**config.mk**
```make
export PLATFORM = sky130hd
export DESIGN_NAME = mp4_cover_art_locator_unit
export DESIGN_NICKNAME = d
export VERILOG_FILES = /design/src/rtl/core/mcal_pkg.sv /design/src/rtl/core/mcal_walker.sv /design/src/rtl/core/mp4_cover_art_locator_unit.sv
export SDC_FILE = /design/constraint.sdc
export NUM_CORES = 1
export LEC_CHECK = 0
export ABC_AREA = 1
export BUFFER_PORTS_ARGS = -buffer_cell sky130_fd_sc_hd__buf_2
export CAP_MARGIN = 20
export CELL_PAD_IN_SITES_DETAIL_PLACEMENT = 0
export CELL_PAD_IN_SITES_GLOBAL_PLACEMENT = 1
export CORE_UTILIZATION = 46
export DETAILED_ROUTE_END_ITERATION = 10
export GPL_TIMING_DRIVEN = 0
export PLACE_DENSITY = 0.88
export SLEW_MARGIN = 10
export SYNTH_ARGS = -nofsm -noshare
export SYNTH_HDL_FRONTEND = slang
export SYNTH_SLANG_ARGS = --single-unit
```
**constraint.sdc**
```tcl
create_clock -name aclk -period 15.33 [get_ports aclk]
set_input_delay 1.533 -clock aclk [delete_from_list [all_inputs] [get_ports aclk]]
set_output_delay 1.533 -clock aclk [all_outputs]
set_load 0.005 [all_outputs]
```
**src/rtl/core/mcal_pkg.sv**
```systemverilog
`timescale 1ns / 1ps

package mcal_pkg;

    localparam int BYTE_W     = 8;
    localparam int OFF_W      = 21;
    localparam int LEN_W      = 22;
    localparam int LEVEL_W    = 3;
    localparam int NEST_DEPTH = 6;
    localparam int HDR_BYTES  = 8;
    localparam int TDATA_W    = 48;

    localparam int MIN_FILE_BYTES = 16;
    localparam int MIN_BOX_SIZE   = 8;
    localparam int MIN_META_SIZE  = 12;
    localparam int MIN_DATA_SIZE  = 18;
    localparam int META_SKIP      = 4;
    localparam int DATA_SKIP      = 8;

    localparam logic [LEVEL_W-1:0] LVL_MOOV = 3'd0;
    localparam logic [LEVEL_W-1:0] LVL_UDTA = 3'd1;
    localparam logic [LEVEL_W-1:0] LVL_META = 3'd2;
    localparam logic [LEVEL_W-1:0] LVL_ILST = 3'd3;
    localparam logic [LEVEL_W-1:0] LVL_COVR = 3'd4;
    localparam logic [LEVEL_W-1:0] LVL_DATA = 3'd5;

    localparam logic [31:0] TYPE_MOOV = 32'h6D6F6F76;
    localparam logic [31:0] TYPE_UDTA = 32'h75647461;
    localparam logic [31:0] TYPE_META = 32'h6D657461;
    localparam logic [31:0] TYPE_ILST = 32'h696C7374;
    localparam logic [31:0] TYPE_COVR = 32'h636F7672;
    localparam logic [31:0] TYPE_DATA = 32'h64617461;

    localparam logic [BYTE_W-1:0] SIG_JPEG0 = 8'hFF;
    localparam logic [BYTE_W-1:0] SIG_JPEG1 = 8'hD8;
    localparam logic [BYTE_W-1:0] SIG_PNG0  = 8'h89;
    localparam logic [BYTE_W-1:0] SIG_PNG1  = 8'h50;

    localparam logic [2:0] PH_HEADER = 3'd0;
    localparam logic [2:0] PH_SKIP   = 3'd1;
    localparam logic [2:0] PH_PREFIX = 3'd2;
    localparam logic [2:0] PH_MAGIC0 = 3'd3;
    localparam logic [2:0] PH_MAGIC1 = 3'd4;
    localparam logic [2:0] PH_FOUND  = 3'd5;
    localparam logic [2:0] PH_FAIL   = 3'd6;

    typedef struct packed {
        logic              take;
        logic              last;
        logic [BYTE_W-1:0] data;
    } walk_req_t;

    typedef struct packed {
        logic             found;
        logic             is_png;
        logic [OFF_W-1:0] image_offset;
        logic [LEN_W-1:0] image_length;
    } mcal_result_t;

    function automatic logic [31:0] wanted_type(input logic [LEVEL_W-1:0] lvl);
        logic [31:0] t;
        case (lvl)
            LVL_MOOV: t = TYPE_MOOV;
            LVL_UDTA: t = TYPE_UDTA;
            LVL_META: t = TYPE_META;
            LVL_ILST: t = TYPE_ILST;
            LVL_COVR: t = TYPE_COVR;
            LVL_DATA: t = TYPE_DATA;
            default:  t = TYPE_DATA;
        endcase
        return t;
    endfunction

endpackage

```
**src/rtl/core/mcal_walker.sv**
```systemverilog
`timescale 1ns / 1ps

module mcal_walker #(
    parameter int MAX_READ_BYTES = 2097152
) (
    input  logic                   aclk,
    input  logic                   aresetn,
    input  mcal_pkg::walk_req_t    req,
    output mcal_pkg::mcal_result_t res
);
    import mcal_pkg::*;

    localparam int POS_W  = $clog2(MAX_READ_BYTES + 1);
    localparam int BEND_W = 33;
    localparam logic [POS_W-1:0] READ_LIMIT = POS_W'(MAX_READ_BYTES);

    logic [POS_W-1:0]   pos_reg, pos_next;
    logic [LEVEL_W-1:0] level_reg, level_next;
    logic [2:0]         cnt_reg, cnt_next;
    logic [3:0]         prefix_reg, prefix_next;
    logic [2:0]         phase_reg, phase_next;
    logic [55:0]        hdr_reg, hdr_next;
    logic [POS_W-1:0]   box_end_reg, box_end_next;
    logic [POS_W-1:0]   moov_end_reg, moov_end_next;
    logic [OFF_W-1:0]   img_start_reg, img_start_next;
    logic [LEN_W-1:0]   img_size_reg, img_size_next;
    logic [BYTE_W-1:0]  magic_reg, magic_next;
    logic [POS_W-1:0]   pend_mem [NEST_DEPTH];

    logic [31:0]        box_size;
    logic [31:0]        box_type;
    logic [BEND_W-1:0]  box_start;
    logic [BEND_W-1:0]  box_end;
    logic [BEND_W-1:0]  pos_plus1;
    logic [POS_W-1:0]   parent_end;
    logic [3:0]         prefix_dec;
    logic               push_en;
    logic [LEVEL_W-1:0] push_idx;
    logic               ok;

    assign box_size   = hdr_reg[55:24];
    assign box_type   = {hdr_reg[23:0], req.data};
    assign box_start  = BEND_W'(pos_reg) - BEND_W'(HDR_BYTES - 1);
    assign box_end    = box_start + BEND_W'(box_size);
    assign pos_plus1  = BEND_W'(pos_reg) + BEND_W'(1);
    assign parent_end = (level_reg == LVL_MOOV) ? READ_LIMIT : pend_mem[level_reg];
    assign prefix_dec = (prefix_reg != 4'd0) ? (prefix_reg - 4'd1) : 4'd0;
    assign push_idx   = level_reg + LEVEL_W'(1);

    always_comb begin
        pos_next       = pos_reg;
        level_next     = level_reg;
        cnt_next       = cnt_reg;
        prefix_next    = prefix_reg;
        phase_next     = phase_reg;
        hdr_next       = hdr_reg;
        box_end_next   = box_end_reg;
        moov_end_next  = moov_end_reg;
        img_start_next = img_start_reg;
        img_size_next  = img_size_reg;
        magic_next     = magic_reg;
        push_en        = 1'b0;

        if (req.take && (pos_reg < READ_LIMIT)) begin
            pos_next = pos_reg + POS_W'(1);
            case (phase_reg)
                PH_HEADER: begin
                    hdr_next = {hdr_reg[47:0], req.data};
                    cnt_next = cnt_reg + 3'd1;
                    if (cnt_reg == 3'(HDR_BYTES - 1)) begin
                        cnt_next = 3'd0;
                        if ((box_size < 32'(MIN_BOX_SIZE)) ||
                            (box_end > BEND_W'(parent_end))) begin
                            phase_next = PH_FAIL;
                        end else if (box_type == wanted_type(level_reg)) begin
                            if (level_reg == LVL_MOOV) begin
                                moov_end_next = box_end[POS_W-1:0];
                            end
                            if (level_reg != LVL_DATA) begin
                                level_next = push_idx;
                                push_en    = 1'b1;
                                if (level_reg == LVL_META) begin
                                    if (box_size < 32'(MIN_META_SIZE)) begin
                                        phase_next = PH_FAIL;
                                    end else begin
                                        prefix_next = 4'(META_SKIP);
                                        phase_next  = PH_PREFIX;
                                    end
                                end else begin
                                    phase_next = PH_HEADER;
                                end
                            end else if (box_size < 32'(MIN_DATA_SIZE)) begin
                                phase_next = PH_FAIL;
                            end else begin
                                img_start_next = OFF_W'(box_start + BEND_W'(MIN_FILE_BYTES));
                                img_size_next  = LEN_W'(box_size - 32'(MIN_FILE_BYTES));
                                prefix_next    = 4'(DATA_SKIP);
                                phase_next     = PH_PREFIX;
                            end
                        end else begin
                            box_end_next = box_end[POS_W-1:0];
                            phase_next   = (box_end == pos_plus1) ? PH_HEADER : PH_SKIP;
                        end
                    end
                end
                PH_SKIP: begin
                    if (pos_plus1 >= BEND_W'(box_end_reg)) begin
                        phase_next = PH_HEADER;
                    end
                end
                PH_PREFIX: begin
                    prefix_next = prefix_dec;
                    if (prefix_dec == 4'd0) begin
                        phase_next = (level_reg == LVL_DATA) ? PH_MAGIC0 : PH_HEADER;
                    end
                end
                PH_MAGIC0: begin
                    magic_next = req.data;
                    phase_next = PH_MAGIC1;
                end
                PH_MAGIC1: begin
                    if (((magic_reg == SIG_JPEG0) && (req.data == SIG_JPEG1)) ||
                        ((magic_reg == SIG_PNG0) && (req.data == SIG_PNG1))) begin
                        phase_next = PH_FOUND;
                    end else begin
                        phase_next = PH_FAIL;
                    end
                end
                default: begin
                end
            endcase
        end

        ok = (phase_next == PH_FOUND) && (moov_end_next <= pos_next) &&
             (pos_next >= POS_W'(MIN_FILE_BYTES));
        res.found        = ok;
        res.is_png       = ok && (magic_next == SIG_PNG0);
        res.image_offset = ok ? img_start_next : '0;
        res.image_length = ok ? img_size_next : '0;

        // file done, start over for the next one
        if (req.take && req.last) begin
            pos_next    = '0;
            level_next  = LVL_MOOV;
            cnt_next    = 3'd0;
            prefix_next = 4'd0;
            phase_next  = PH_HEADER;
        end
    end

    always_ff @(posedge aclk) begin
        if (!aresetn) begin
            pos_reg    <= '0;
            level_reg  <= LVL_MOOV;
            cnt_reg    <= 3'd0;
            prefix_reg <= 4'd0;
            phase_reg  <= PH_HEADER;
        end else begin
            pos_reg    <= pos_next;
            level_reg  <= level_next;
            cnt_reg    <= cnt_next;
            prefix_reg <= prefix_next;
            phase_reg  <= phase_next;
        end
    end

    always_ff @(posedge aclk) begin
        hdr_reg       <= hdr_next;
        box_end_reg   <= box_end_next;
        moov_end_reg  <= moov_end_next;
        img_start_reg <= img_start_next;
        img_size_reg  <= img_size_next;
        magic_reg     <= magic_next;
        if (push_en) begin
            pend_mem[push_idx] <= box_end[POS_W-1:0];
        end
    end

    a_level_bound: assert property (@(posedge aclk) disable iff (!aresetn)
        level_reg <= LVL_DATA)
        else $error("nest level beyond data box");

    a_found_at_data: assert property (@(posedge aclk) disable iff (!aresetn)
        (phase_reg == PH_FOUND) |-> (level_reg == LVL_DATA))
        else $error("image found outside data box");

    a_restart_after_last: assert property (@(posedge aclk) disable iff (!aresetn)
        (req.take && req.last) |=> ((pos_reg == '0) && (phase_reg == PH_HEADER)))
        else $error("walker did not restart after last byte");

endmodule

```
**src/rtl/core/mp4_cover_art_locator_unit.sv**
```systemverilog
`timescale 1ns / 1ps

// channel  dir  handshake          payload
// s_       in   s_tvalid/s_tready  s_tdata file byte, s_tlast end of file
// m_       out  m_tvalid/m_tready  m_tdata found/offset/length, m_tuser png
//
// one byte per cycle unless a last byte waits for a busy result slot; input register, then result register
// per-byte work is a header compare plus one 33-bit box end add and compare
// aresetn synchronous, clears the walker and both handshake stages
// a stalled result only holds back the last byte of the next file
// parser state returns to reset after each last byte

module mp4_cover_art_locator_unit #(
    parameter int MAX_READ_BYTES = 2097152
) (
    input  logic                             aclk,
    input  logic                             aresetn,
    input  logic                             s_tvalid,
    output logic                             s_tready,
    input  logic [mcal_pkg::BYTE_W-1:0]      s_tdata,  // [7:0] file_byte
    input  logic                             s_tlast,
    output logic                             m_tvalid,
    input  logic                             m_tready,
    output logic [mcal_pkg::TDATA_W-1:0]     m_tdata,  // [0] found, [21:1] image_offset,
                                                       // [43:22] image_length, rest zero
    output logic                             m_tuser   // [0] is_png
);
    import mcal_pkg::*;

    logic              in_valid_reg;
    logic [BYTE_W-1:0] in_data_reg;
    logic              in_last_reg;
    logic              out_valid_reg;
    mcal_result_t      res_reg;
    mcal_result_t      walk_res;
    walk_req_t         walk_req;
    logic              out_free;
    logic              proc;

    assign out_free = !out_valid_reg || m_tready;
    assign proc     = in_valid_reg && (!in_last_reg || out_free);
    assign s_tready = !in_valid_reg || proc;

    assign walk_req.take = proc;
    assign walk_req.last = in_last_reg;
    assign walk_req.data = in_data_reg;

    mcal_walker #(
        .MAX_READ_BYTES(MAX_READ_BYTES)
    ) u_walker (
        .aclk   (aclk),
        .aresetn(aresetn),
        .req    (walk_req),
        .res    (walk_res)
    );

    always_ff @(posedge aclk) begin
        if (!aresetn) begin
            in_valid_reg  <= 1'b0;
            out_valid_reg <= 1'b0;
        end else begin
            if (s_tready) begin
                in_valid_reg <= s_tvalid;
            end
            if (proc && in_last_reg) begin
                out_valid_reg <= 1'b1;
            end else if (m_tready) begin
                out_valid_reg <= 1'b0;
            end
        end
    end

    always_ff @(posedge aclk) begin
        if (s_tvalid && s_tready) begin
            in_data_reg <= s_tdata;
            in_last_reg <= s_tlast;
        end
        if (proc && in_last_reg) begin
            res_reg <= walk_res;
        end
    end

    assign m_tvalid = out_valid_reg;
    assign m_tdata  = {(TDATA_W - 1 - OFF_W - LEN_W)'(0), res_reg.image_length,
                       res_reg.image_offset, res_reg.found};
    assign m_tuser  = res_reg.is_png;

    a_last_waits: assert property (@(posedge aclk) disable iff (!aresetn)
        (in_valid_reg && in_last_reg && out_valid_reg && !m_tready) |-> !s_tready)
        else $error("last byte taken while result slot busy");

    a_result_from_last: assert property (@(posedge aclk) disable iff (!aresetn)
        (out_valid_reg && !$past(out_valid_reg)) |-> $past(proc && in_last_reg))
        else $error("result without a last byte");

    a_found_length: assert property (@(posedge aclk) disable iff (!aresetn)
        (out_valid_reg && res_reg.found) |-> (res_reg.image_length >= LEN_W'(2)))
        else $error("found image shorter than signature");

endmodule
```
# Word-level counts from Yosys, hierarchy flattened
# Memories as Yosys holds them, arrays and structs flattened. A register that Yosys moved wholly into a read port is not among the register bits.
# Index checks and enable logic that the tools add are counted.
[word_totals] register_bits=242 latchBits=0 mem_bits_rw=132 rom_bits=0 output_inout_bits=51 word_cells=158 memories=1
[mem_list] name="u_walker.pend_mem" depth=6 word_bits=22 read_ports=1 rd_clocked_by_memory_dff=1 wr=1 line_no="mcal_walker.sv:28" text="logic [POS_W-1:0] pend_mem [NEST_DEPTH];"
[classes] addsub=9 n_mul=0 div_mod_pow=0 magnitude_cmp=8 n_eq_ne=25 shift=0 muxes=65 n_bitwise=3 n_reduce_logical=28
[ops] op="two-way mux 22 bit" count=15
[ops] op="two-way mux 21 bit" count=7
[ops] op="case mux 29 bit (5 select lines)" count=1
[ops] op="two-way mux 32 bit" count=4
[ops] op="< comparator 32 x 4 -> 1 bit (second input constant)" count=2
[ops] op="two-way mux 3 bit" count=13
[ops] op="adder 33 x 32 -> 33 bit" count=1
[ops] op="== test 33 bit" count=1
[ops] op=">= comparator 33 x 22 -> 1 bit" count=1
[ops] op="> comparator 33 x 22 -> 1 bit" count=1
[ops] op="== test 32 bit" count=1
[ops] op="== test 8 bit (second input constant)" count=4
[ops] op="< comparator 32 x 5 -> 1 bit (second input constant)" count=1
[ops] op="two-way mux 4 bit" count=8
[ops] op="adder 22 x 1 -> 23 bit (second input constant)" count=1
[ops] op="subtractor 22 x 3 -> 23 bit (second input constant)" count=1
[ops] op="adder 22 x 1 -> 22 bit (second input constant)" count=1
[ops] op=">= comparator 22 x 5 -> 1 bit (second input constant)" count=1
[ops] op="less-or-equal comparator 22 bit" count=1
[ops] op="< comparator 22 bit (second input constant)" count=1
[ops] op="subtractor 22 x 5 -> 22 bit (second input constant)" count=1
[ops] op="adder 21 x 5 -> 21 bit (second input constant)" count=1
[ops] op="two-way mux 8 bit" count=2
[ops] op="== test 3 bit (second input constant)" count=5
[ops] op="other kinds (26)" count=63

# Depth between registers and ports, before layout
# Gate-level depths: netlist (run 1).
[logic_depth] ltp_word=18 ltp_mapped=57 ltp_nobuf=55

# Hierarchy
# Synthesis (run 1) repeated with hierarchy kept, for this count alone.
[unflattened] cells_unflattened=2437 area_unflattened_um2=20674.8
[by_module_without_submodules] module="mcal_walker" n_inst=1 cells_each=2359 area_each_um2=18898.1 seq_area_each_um2=8528.2
[by_module_without_submodules] module="mp4_cover_art_locator_unit" n_inst=1 cells_each=78 area_each_um2=1776.7 seq_area_each_um2=1661.6

# Worst setup path after synthesis (run 1)
# Ideal clock, no wire load.
[synth_path] path_type="input-to-reg" startpoint="input port m_tready" endpoint="register res_reg, in the netlist m_tdata[1], data pin" setup_time_ns=0.257 arrival_ns=7.254 slack_ns=7.819 stages=28 path_buffers=2 path_cell_list="nor2_1 -> nand2_1 -> nand2_1 -> nor2_1 -> inv_1 -> nor2_1 -> inv_1 -> nor2_1 -> nand2_1 -> inv_2 -> buf_2 -> a31oi_1 -> ha_1 -> nand2_1 -> inv_1 -> nand3_1 -> o211ai_1 -> a41oi_1 -> o21a_1 -> o221ai_1 -> nand2_1 -> o211ai_1 -> nand2_1 -> nand2_1 -> a21oi_4 -> nand2_4 -> buf_6 -> nor2_1"
[synth_via] elab_chain_cells=8 word_cells_on_any_way=13 cone_classes="order compare: 2; eq/ne: 1; mux: 4; reduce/logical: 6"
[synth_lines] element="start, declared" line_no="mp4_cover_art_locator_unit.sv:23" text="input logic m_tready,"
[synth_lines] element="logical OR 1 bit" line_no="mp4_cover_art_locator_unit.sv:40" text="assign out_free = !out_valid_reg || m_tready;"
[synth_lines] element="logical OR 1 bit" line_no="mp4_cover_art_locator_unit.sv:41" text="assign proc = in_valid_reg && (!in_last_reg || out_free);"
[synth_lines] element="logical AND 1 bit" line_no="mp4_cover_art_locator_unit.sv:41"
[synth_lines] element="logical AND 1 bit" line_no="mcal_walker.sv:64" text="if (req.take && (pos_reg < READ_LIMIT)) begin"
[synth_lines] element="two-way mux 22 bit" line_no="mcal_walker.sv:64"
[synth_lines] element="named net u_walker.moov_end_next[4]" line_no="mcal_walker.sv:24" text="logic [POS_W-1:0] moov_end_reg, moov_end_next;"
[synth_lines] element="less-or-equal comparator 22 bit" line_no="mcal_walker.sv:134" text="ok = (phase_next == PH_FOUND) && (moov_end_next <= pos_next) &&"
[synth_lines] element="logical AND 1 bit (2 in a row)" line_no="mcal_walker.sv:134"
[synth_lines] element="end signal, assigned" line_no="mp4_cover_art_locator_unit.sv:79" text="res_reg <= walk_res;"
[synth_lines] element="end, declared" line_no="mp4_cover_art_locator_unit.sv:34" text="mcal_result_t res_reg;"
# The timed path passes the listed nets, and every way through them passes these cells.
# A chain may end at the register's enable or synchronous reset.

# Worst setup path in the final report (run 1)
[layout_path] startpoint="register u_walker.pos_reg[0]" endpoint="register res_reg, in the netlist m_tdata[2], data pin"
[layout_via] word_cells_on_any_way=37 cone_classes="add/sub: 5; order compare: 5; eq/ne: 2; mux: 21; reduce/logical: 4"
[layout_rtl] element="start, declared" line_no="mcal_walker.sv:17" text="logic [POS_W-1:0] pos_reg, pos_next;"
[layout_rtl] element="start signal, assigned" line_no="mcal_walker.sv:159" text="pos_reg <= pos_next;"
[layout_rtl] element="subtractor 22 x 3 -> 23 bit" line_no="mcal_walker.sv:43" text="assign box_start = BEND_W'(pos_reg) - BEND_W'(HDR_BYTES - 1);"
[layout_rtl] element="adder 33 x 32 -> 33 bit" line_no="mcal_walker.sv:44" text="assign box_end = box_start + BEND_W'(box_size);"
[layout_rtl] element="named net u_walker.box_end[21]" line_no="mcal_walker.sv:33" text="logic [BEND_W-1:0] box_end;"
[layout_rtl] element="> comparator 33 x 22 -> 1 bit" line_no="mcal_walker.sv:73" text="(box_end > BEND_W'(parent_end))) begin"
[layout_rtl] element="logical OR 1 bit" line_no="mcal_walker.sv:72" text="if ((box_size < 32'(MIN_BOX_SIZE)) ||"
[layout_rtl] element="two-way mux 22 bit" line_no="mcal_walker.sv:72"
[layout_rtl] element="two-way mux 22 bit" line_no="mcal_walker.sv:70" text="if (cnt_reg == 3'(HDR_BYTES - 1)) begin"
[layout_rtl] element="two-way mux 22 bit" line_no="mcal_walker.sv:66" text="case (phase_reg)"
[layout_rtl] element="two-way mux 22 bit" line_no="mcal_walker.sv:64"
[layout_rtl] element="named net u_walker.moov_end_next[4]" line_no="mcal_walker.sv:24"
[layout_rtl] element="less-or-equal comparator 22 bit" line_no="mcal_walker.sv:134"
[layout_rtl] element="logical AND 1 bit (2 in a row)" line_no="mcal_walker.sv:134"
# The timed path passes the listed nets, and every way through them passes these cells.

==> flow_summary.yaml, run 1 <==
worst_setup_path:
  setup.worst_path.end_class: "register"
  cp-startpoint: "u_walker.pos_reg[0]"
  critical-path-max-stage-delay_ns: 0.57
  worstSetupStartpointType: "register"
  path_common_cell: "nand2_1"
  critical-path-slowest-cell: "nor4_1"
  worstSetupPathType: "register to register"
  r2r_start: "u_walker.pos_reg[0]"
  critPathRequiredTime_ns: 15.64
  arrival_ns: 10.19
  critPathMaxFanout: 10
drt:
  vias_per_cell: 5.32
  drtAntennaViolNets: 0
  dr.pass1.iters: 5
  drtIter0Drc: 1588
  routed_wire_length_per_instance_um: 17.9
  wl_um: 58000
  drc: 0
  vias: 17210
sta:
  whs_ns: 0.450
  fin_worst_skew_ns: 0.0216
  maxSlewHeadroom_pct: 38.1
  setup_ws_ns: 5.45
  setup_tns_ns: 0
  drv_slew: 0
  setup_violations: 0
  max_freq_ghz: 0.101
  rsz0062_at_grt: "no"
  hold_viol: 0
  period_needed_ns: 9.88
  tightest_slew_ns: 0.925
  finalCritPeriodShare_pct: 64.4
floorplan:
  row_count: 77
  start_util_pct: 47.0
  die_area_mm2: 0.0463
  coreArea_mm2: 0.0445
  ios: 64
  die_w_um: 215
  die_height_um: 215
clock_network:
  cts_tree: "yes"
  cts_setup_buffers: 0
  cts_made_buffers: 40
  clkLatencyLatePin_ns: 0.57
  htree_levels: 2
  cts.clk_slew.worst_paths_ns: 0.06
  clk_path_buf_depth: 3
  cts_resized: 0
  holdBufCountCts: 0
  clock-sinks: 377
  cts_root_buffer: "clkbuf_16"
logic_synthesis:
  synth_cell_types: 60
  synth-seq-cells: 377
  synthXorXnorAreaFrac_pct: 2.90
  synth_enable_flop_cells: 264
  synth_top_family_by_area: "simple AND/OR/NAND/NOR gates"
  yosys.area_share.simple_pct: 24.7
  synth_compound_area_share_pct: 8.69
  mappedNetlistArea_mm2: 0.0209
  async_flop_share_pct: 0
  ys_warn_count: 0
  synth.yosys.seq_area_share_pct: 48.7
  yosys_most_used_dff: "edfxtp_1"
  muxShareOfSynthArea_pct: 0
  synthCells: 2493
  synthAdderAreaFrac_pct: 6.68
  synth.avg_cell_area_um2: 8.39
flow_run:
  drv_cap: 0
pwr:
  ir_worst_vdd_mv: 0.0841
  total_power_mw: 2.63
  p_leak_nw: 10.4
  p_per_area_mw_per_mm2: 111
cells_and_area:
  multi_input_area_mm2: 0.00904
  utilization_pct: 53.0
  diodes: 0
  fin_nets: 2738
  seq_area_mm2: 0.0102
  syn2layout_area_growth_pct: 12.9
  largest_reg_flops: 132
  drive_gt1_share_pct: 9.79
  fillers: 4205
worst_hold_path:
  hold_path_class: "register to register"
  min-delay-start: "u_walker.img_size_reg[14]"
outcome:
  status: "finished, final reports clean"
global_route:
  grt_max_degree: 42
  grt_pass1_wl_um: 90200
  grt_pass1_vias: 16402
  overflow: 0
  antenna_found_initial: 0
  grtUsageTotal_pct: 25.0
placed_design:
  numPortBuffers: 59
  place.gp.congestion: 0.975
  dp_slack_ns: 5.76
  hpwl_um: 45100
per-stage QoR:
step / std cells / area, um2
4_1_cts: 3238 / 23600
3_3_place_gp: 3147 / 22000
5_1_grt: 3238 / 23600
3_5_place_dp: 3164 / 22200
6_report: 3238 / 23600
2_1_floorplan: 2496 / 20900
synth_stat cells, types with 8 or more instances:
| master | count | area (um2) |
|---|---|---|
| nor2_1 | 327 | 1230 |
| nand3_1 | 140 | 701 |
| a21oi_1 | 74 | 370 |
| xnor2_1 | 10 | 87.6 |
| dfxtp_1 | 113 | 2260 |
| o21ai_2 | 8 | 70.1 |
| inv_1 | 366 | 1370 |
| nand2_1 | 522 | 1960 |
| o21ai_1 | 26 | 130 |
| o32ai_1 | 19 | 166 |
| o21ai_0 | 156 | 781 |
| ha_1 | 110 | 1380 |
| nand4_1 | 58 | 363 |
| buf_2 | 17 | 85.1 |
| xor2_1 | 50 | 438 |
| nand2_2 | 17 | 106 |
| nor4_1 | 16 | 100 |
| nor2_2 | 17 | 106 |
| nor3_1 | 35 | 175 |
| inv_2 | 10 | 37.5 |
| edfxtp_1 | 264 | 7930 |
| clkbuf_1 | 36 | 135 |
cells by family after synthesis:
group           count (synthesis)
buf+inv                       442
fa+ha+maj                     111
flops                         377
other cells                     1
compound gates                320
simple gates                 1177
xor+xnor                       65
worst max-delay path: cells and delay by family (launching register included):
kind,cells,cell delay [ns]
AOI/OAI and AO/OA,7,1.18
adders and majority gates,3,1.27
xor gates and xnor gates,1,0.47
buffers and inverters,8,1.18
DFF,1,0.32
and+or+nand+nor,29,5.17
placed cells by master, fill, tap and decap left out, types with 7 or more instances in the layout:
cell / instances
nor3_1: 29
nor4_1: 16
clkinv_1: 8
nand4_1: 58
inv_1: 365
bufinv_16: 7
buf_6: 7
nor3_2: 9
nand3_1: 140
buf_2: 76
buf_4: 15
o21ai_0: 156
o21ai_2: 8
nand2_1: 522
xor2_1: 50
nand3b_1: 7
ha_1: 110
clkbuf_1: 44
clkbuf_16: 42
o32ai_1: 19
nor2_2: 18
a21oi_1: 74
dfxtp_1: 113
nand2_2: 17
inv_2: 11
edfxtp_1: 264
xnor2_1: 10
nor2_1: 325
o21ai_1: 26
worst paths after layout:
check | endpoint | slack, ns | depth (start not counted)
max reg2reg | m_tdata[2] | 5.45 | 48
max | m_tdata[2] | 5.45 | 48
min | u_walker.img_size_reg[14] | 0.45 | 2
min reg2reg | u_walker.img_size_reg[14] | 0.45 | 2
layout make-up:
type / count / share of cell area [%]
flip-flops and latches: 377 / 43.2
multi-input cells: 1677 / 38.3
inverters: 376 / 5.98
clock buffers: 53 / 4.75
well taps: 592 / 3.14
repair buffers: 76 / 2.08
plain buffers: 66 / 1.37
clock inverters: 21 / 1.23
routing by layer:
layer	wire (um)	vias up	global-route usage [%]	share of wire, %
met5	0	-	0	0
met4	1270	0	6.41	2.2
met3	3820	66	3.75	6.6
met2	26800	525	40.8	46
met1	26100	8141	34.8	45
li1	-	8478	-	-
power breakdown:
group	internal, mW	switching (mW)	leakage (nW)	total (mW)
Combinational	0.125	0.316	6.34	0.442
Clock	0.635	0.411	0.685	1.05
Sequential	1.13	0.0131	3.38	1.14
Total	1.89	0.740	10.4	2.63
Note: power is estimated with default switching activity, not from simulation.
==> run 2, diff against run 1 <==
==> constraint.sdc (replaced) <==
create_clock -name aclk -period 10.2 [get_ports aclk]
set_input_delay 1.02 -clock aclk [delete_from_list [all_inputs] [get_ports aclk]]
set_output_delay 1.02 -clock aclk [all_outputs]
set_load 0.005 [all_outputs]
==> run 2 against run 1 <==
Clock-buffer cell count stayed put. Routed wire length is 0.19% higher. Clock power is 50% higher. Largest cell class unchanged. First-iteration DRC count is 1.1% higher. Register-to-register slack worse by 4.9 ns. Utilization hardly changed. Critical path depth is 1 higher. Sequential power is 51% higher. Global-route usage stayed put. Clock skew is 0.0028 ns higher. Via count is 0.15% lower.
==> flow_summary.yaml, run 2 (synthesis gave the netlist of run 1 again) <==
drt:
  drc: 0
  drtIter0Drc: 1605
  drtAntennaViolNets: 0
  routed_wire_length_per_instance_um: 17.9
  vias_per_cell: 5.31
  dr.pass1.iters: 5
  wl_um: 58100
  vias: 17185
floorplan:
  die_w_um: 215
  start_util_pct: 47.0
  die_height_um: 215
  ios: 64
  coreArea_mm2: 0.0445
  row_count: 77
  die_area_mm2: 0.0463
sta:
  rsz0062_at_grt: "no"
  period_needed_ns: 9.61
  tightest_slew_ns: 0.893
  whs_ns: 0.450
  finalCritPeriodShare_pct: 94.2
  setup_violations: 0
  drv_slew: 0
  setup_ws_ns: 0.588
  max_freq_ghz: 0.104
  fin_worst_skew_ns: 0.0244
  maxSlewHeadroom_pct: 40.3
  hold_viol: 0
worst_setup_path:
  setup.worst_path.end_class: "register"
  path_common_cell: "nand2_1"
  critical-path-max-stage-delay_ns: 0.45
  critPathRequiredTime_ns: 10.51
  arrival_ns: 9.92
  worstSetupPathType: "register to register"
  worstSetupStartpointType: "register"
  critical-path-slowest-cell: "ha_1"
  critPathMaxFanout: 10
clock_network:
  cts_made_buffers: 40
  cts_root_buffer: "clkbuf_16"
  cts.clk_slew.worst_paths_ns: 0.06
  clock-sinks: 377
  clkLatencyLatePin_ns: 0.57
  htree_levels: 2
  cts_tree: "yes"
  clk_path_buf_depth: 3
  cts_setup_buffers: 0
placed_design:
  numPortBuffers: 59
  dp_slack_ns: 0.635
  hpwl_um: 45100
  place.gp.congestion: 0.975
  placed_cells: 3164
cells_and_area:
  syn2layout_area_growth_pct: 13.0
  drive_gt1_share_pct: 9.90
  layout_commonest_cell: "nand2_1"
  largest_reg_flops: 132
  fillers: 4205
  stdcell_count: 3238
  final_cell_mix: "521 x nand2_1, 365 x inv_1, 325 x nor2_1"
  fin_nets: 2738
  diodes: 0
global_route:
  grtUsageTotal_pct: 25.0
  antenna_found_initial: 0
  overflow: 0
  grt_pass1_wl_um: 90200
  grt_pass1_vias: 16402
  grt_max_degree: 42
pwr:
  p_per_area_mw_per_mm2: 167
  ir_worst_vdd_mv: 0.126
  p_leak_nw: 10.4
flow_run:
  drv_cap: 0
outcome:
  status: "finished, final reports clean"
worst_hold_path:
  hold_path_class: "register to register"
-- run 2: cell types whose count changed in the layout (fill, tap and decap cells not counted) --
cell / previous run / this run
nor4_1: 16 / 15
xor2_1: 50 / 49
nor4_2: 3 / 4
nand2_1: 522 / 521
xor2_2: 5 / 6
nand2_2: 17 / 18
-- run 2: per-stage QoR --
stage / power [mW] / utilization (%) / instance area, um2 / TNS (ns)
floorplan: 2.19 / - / 20900 / 0
global placement: 2.40 / 49.3 / 22000 / -8.33
detailed placement: 2.41 / 49.9 / 22200 / 0
CTS: 3.97 / 53.0 / 23600 / 0
global route: 4.12 / 53.1 / 23600 / 0
finish: 3.96 / 53.1 / 23600 / 0
-- run 2: power breakdown --
group | leakage, nW | internal, mW | switching [mW]
clock | 0.685 | 0.954 | 0.617
combinational | 6.34 | 0.189 | 0.476
sequential | 3.38 | 1.70 | 0.0198
total | 10.4 | 2.84 | 1.11
-- run 2: area by class of cell --
| type | count | area, um2 | share of cell area, % |
|---|---|---|---|
| Inverter | 376 | 1410 | 5.97 |
| Multi-Input combinational cell | 1677 | 9060 | 38.3 |
| Timing Repair Buffer | 76 | 490 | 2.08 |
| Sequential cell | 377 | 10200 | 43.1 |
| Tap cell | 592 | 741 | 3.13 |
| Clock inverter | 21 | 290 | 1.23 |
| Buffer | 66 | 323 | 1.37 |
| Clock buffer | 53 | 1120 | 4.75 |
-- run 2: what timing repair did --
item                                    in CTS  in global routing
hold buffers                                 0                  0
resized for setup                            0                  3
endpoints found under the setup margin       0                 40
-- run 2: worst max-delay path: cells and delay by family, from the launching register on --
kind                       cells  cell delay [ns]
and+or+nand+nor               31             5.26
AOI/OAI and AO/OA              7             1.17
buffers and inverters          7             1.10
adders and majority gates      3             1.05
DFF                            1             0.32
xor gates and xnor gates       1             0.40
-- run 2: final timing paths --
check | startpoint | to | slack (ns) | depth (start not counted)
max | u_walker.pos_reg[0] | m_tdata[2] | 0.59 | 49
min | u_walker.img_size_reg[14] | u_walker.img_size_reg[14] | 0.45 | 2
max reg2reg | u_walker.pos_reg[0] | m_tdata[2] | 0.59 | 49
min reg2reg | u_walker.img_size_reg[14] | u_walker.img_size_reg[14] | 0.45 | 2
-- run 2: layer usage --
layer  GRT usage, %  part of all wire (%)  routed length (um)  up-vias
met5              0                     0                   0        -
met4           6.41                   2.0                1180        0
met3           3.75                   6.4                3700       62
met2           40.8                    46               26900      489
met1           34.8                    45               26300     8151
li1               -                     -                   -     8483
==> run 3, diff against run 2 <==
--- a/config.mk
+++ b/config.mk
@@ -10,10 +10,11 @@
 export CAP_MARGIN = 20
 export CELL_PAD_IN_SITES_DETAIL_PLACEMENT = 0
 export CELL_PAD_IN_SITES_GLOBAL_PLACEMENT = 1
-export CORE_UTILIZATION = 46
+export CORE_UTILIZATION = 50
+export CTS_BUF_LIST = sky130_fd_sc_hd__clkbuf_2
 export DETAILED_ROUTE_END_ITERATION = 10
 export GPL_TIMING_DRIVEN = 0
-export PLACE_DENSITY = 0.88
+export PLACE_DENSITY = 0.94
 export SLEW_MARGIN = 10
 export SYNTH_ARGS = -nofsm -noshare
 export SYNTH_HDL_FRONTEND = slang
==> run 3 against run 2 <==
Cell count is 1.5% higher. Utilization increased by 3.2 points. Critical path type unchanged. Global-route usage rose by 3.0 points.
==> flow_summary.yaml, run 3 (synthesis gave the netlist of run 1 again) <==
pwr:
  p_leak_nw: 10.4
  clockPowerShare_pct: 30.8
  p_sw_mw: 1.14
  p_per_area_mw_per_mm2: 150
  combPwrFrac_pct: 19.5
  total_power_mw: 3.46
  switching_share_pct: 33.1
  intPower_mw: 2.31
  seq_power_share_pct: 49.7
  ir_worst_vdd_mv: 0.115
clock_network:
  clkLatencyLatePin_ns: 1.17
  htree_levels: 3
  cts.clk_slew.worst_paths_ns: 0.12
  clock-sinks: 377
  cts_tree: "yes"
  cts_made_buffers: 96
  cts_root_buffer: "clkbuf_2"
  cts_setup_buffers: 0
  clk_path_buf_depth: 3
sta:
  finalCritPeriodShare_pct: 93.3
  drv_slew: 0
  setup_violations: 0
  fin_worst_skew_ns: 0.147
  period_needed_ns: 9.51
  setup_ws_ns: 0.686
  whs_ns: 0.147
  hold_viol: 0
  max_freq_ghz: 0.105
  rsz0062_at_grt: "no"
  setup_tns_ns: 0
  maxSlewHeadroom_pct: 38.3
  tightest_slew_ns: 0.921
floorplan:
  start_util_pct: 51.0
  die_height_um: 207
  row_count: 74
  die_area_mm2: 0.0427
  ios: 64
  die_w_um: 207
  coreArea_mm2: 0.0410
worst_hold_path:
  hold_depth: 1
  hold_path_class: "input port to register"
cells_and_area:
  syn2layout_area_growth_pct: 10.4
  layout_commonest_cell: "nand2_1"
  stdcell_count: 3287
  drive_gt1_share_pct: 12.8
  final_cell_mix: "522 x nand2_1, 365 x inv_1, 325 x nor2_1"
  fin_nets: 2799
  largest_reg_flops: 132
placed_design:
  hpwl_um: 45100
  numPortBuffers: 59
  place.gp.congestion: 0.957
  placed_cells: 3102
  dp_slack_ns: 1.10
worst_setup_path:
  critPathRequiredTime_ns: 10.99
  critical-path-slowest-cell: "nor4_1"
  path_common_cell: "nand2_1"
  arrival_ns: 10.31
  worstSetupPathType: "register to register"
  worstSetupStartpointType: "register"
  setup.worst_path.end_class: "register"
  critPathMaxFanout: 10
  reg2reg_depth: 49
  critical-path-max-stage-delay_ns: 0.58
global_route:
  overflow: 0
  grt_use_met3_pct: 4.91
  grt_max_degree: 43
  antenna_found_initial: 4
  grt_pass1_vias: 16928
  grt_pass1_wl_um: 90900
  grtUsageTotal_pct: 28.1
  use_met1_pct: 37.7
  top_usage_layer: "met2"
  grt_util_met2_pct: 45.3
drt:
  vias_per_cell: 5.41
  drtIter0Drc: 1308
  drtAntennaViolNets: 0
  drc: 0
  dr.pass1.iters: 5
  wl_um: 58900
  vias: 17779
  routed_wire_length_per_instance_um: 17.9
outcome:
  status: "finished, final reports clean"
flow_run:
  drv_cap: 0
run 3: per-layer routing:
layer  share of wire [%]  up-vias
met5                   0        -
met4                 2.9        0
met3                 6.5      114
met2                  47      580
met1                  44     8399
li1                    -     8686
run 3: worst max-delay path, delay by kind of cell (launching register included):
family	cells	cell delay (ns)
xor+xnor	1	0.39
fa+ha+maj	3	1.13
simple gates	31	5.05
buf+inv	7	1.08
compound gates	7	1.07
flops	1	0.38
run 3: power groups by stage:
stage,clock (mW),sequential [mW],combinational [mW]
after global placement,0,1.75,0.642
final,1.06,1.72,0.674
after floorplan,0,1.74,0.451
after detailed placement,0,1.75,0.658
after CTS,1.09,1.72,0.665
after global routing,1.16,1.72,0.747
run 3: worst paths after layout:
path | startpoint | to | slack, ns
worst max register to register | u_walker.pos_reg[0] | m_tdata[3] | 0.69
worst min register to register | u_walker.hdr_reg[19] | u_walker.hdr_reg[27] | 0.43
worst max-delay path | u_walker.pos_reg[0] | m_tdata[3] | 0.69
worst min-delay path | s_tdata[1] | in_data_reg[1] | 0.15
run 3: area by class of cell:
cell class,count,area (um2)
sequential,377,10200
timing repair buffer,81,549
clock inverter,33,201
tap,532,666
buffer,66,323
antenna,5,12.5
multi-input combinational,1677,9040
inverter,376,1410
clock buffer,140,701
fill,3775,17900
run 3: timing repair:
item                      in CTS  in global routing
hold buffers                   7                  0
resized for setup              0                  0
hold endpoints to repair       7                  0
run 3: stage by stage:
step	cell area [um2]	util (%)
floorplan	20900	-
global placement	21900	53.4
detailed placement	22100	53.9
CTS	23100	56.3
global route	23100	56.3
finish	23100	56.3
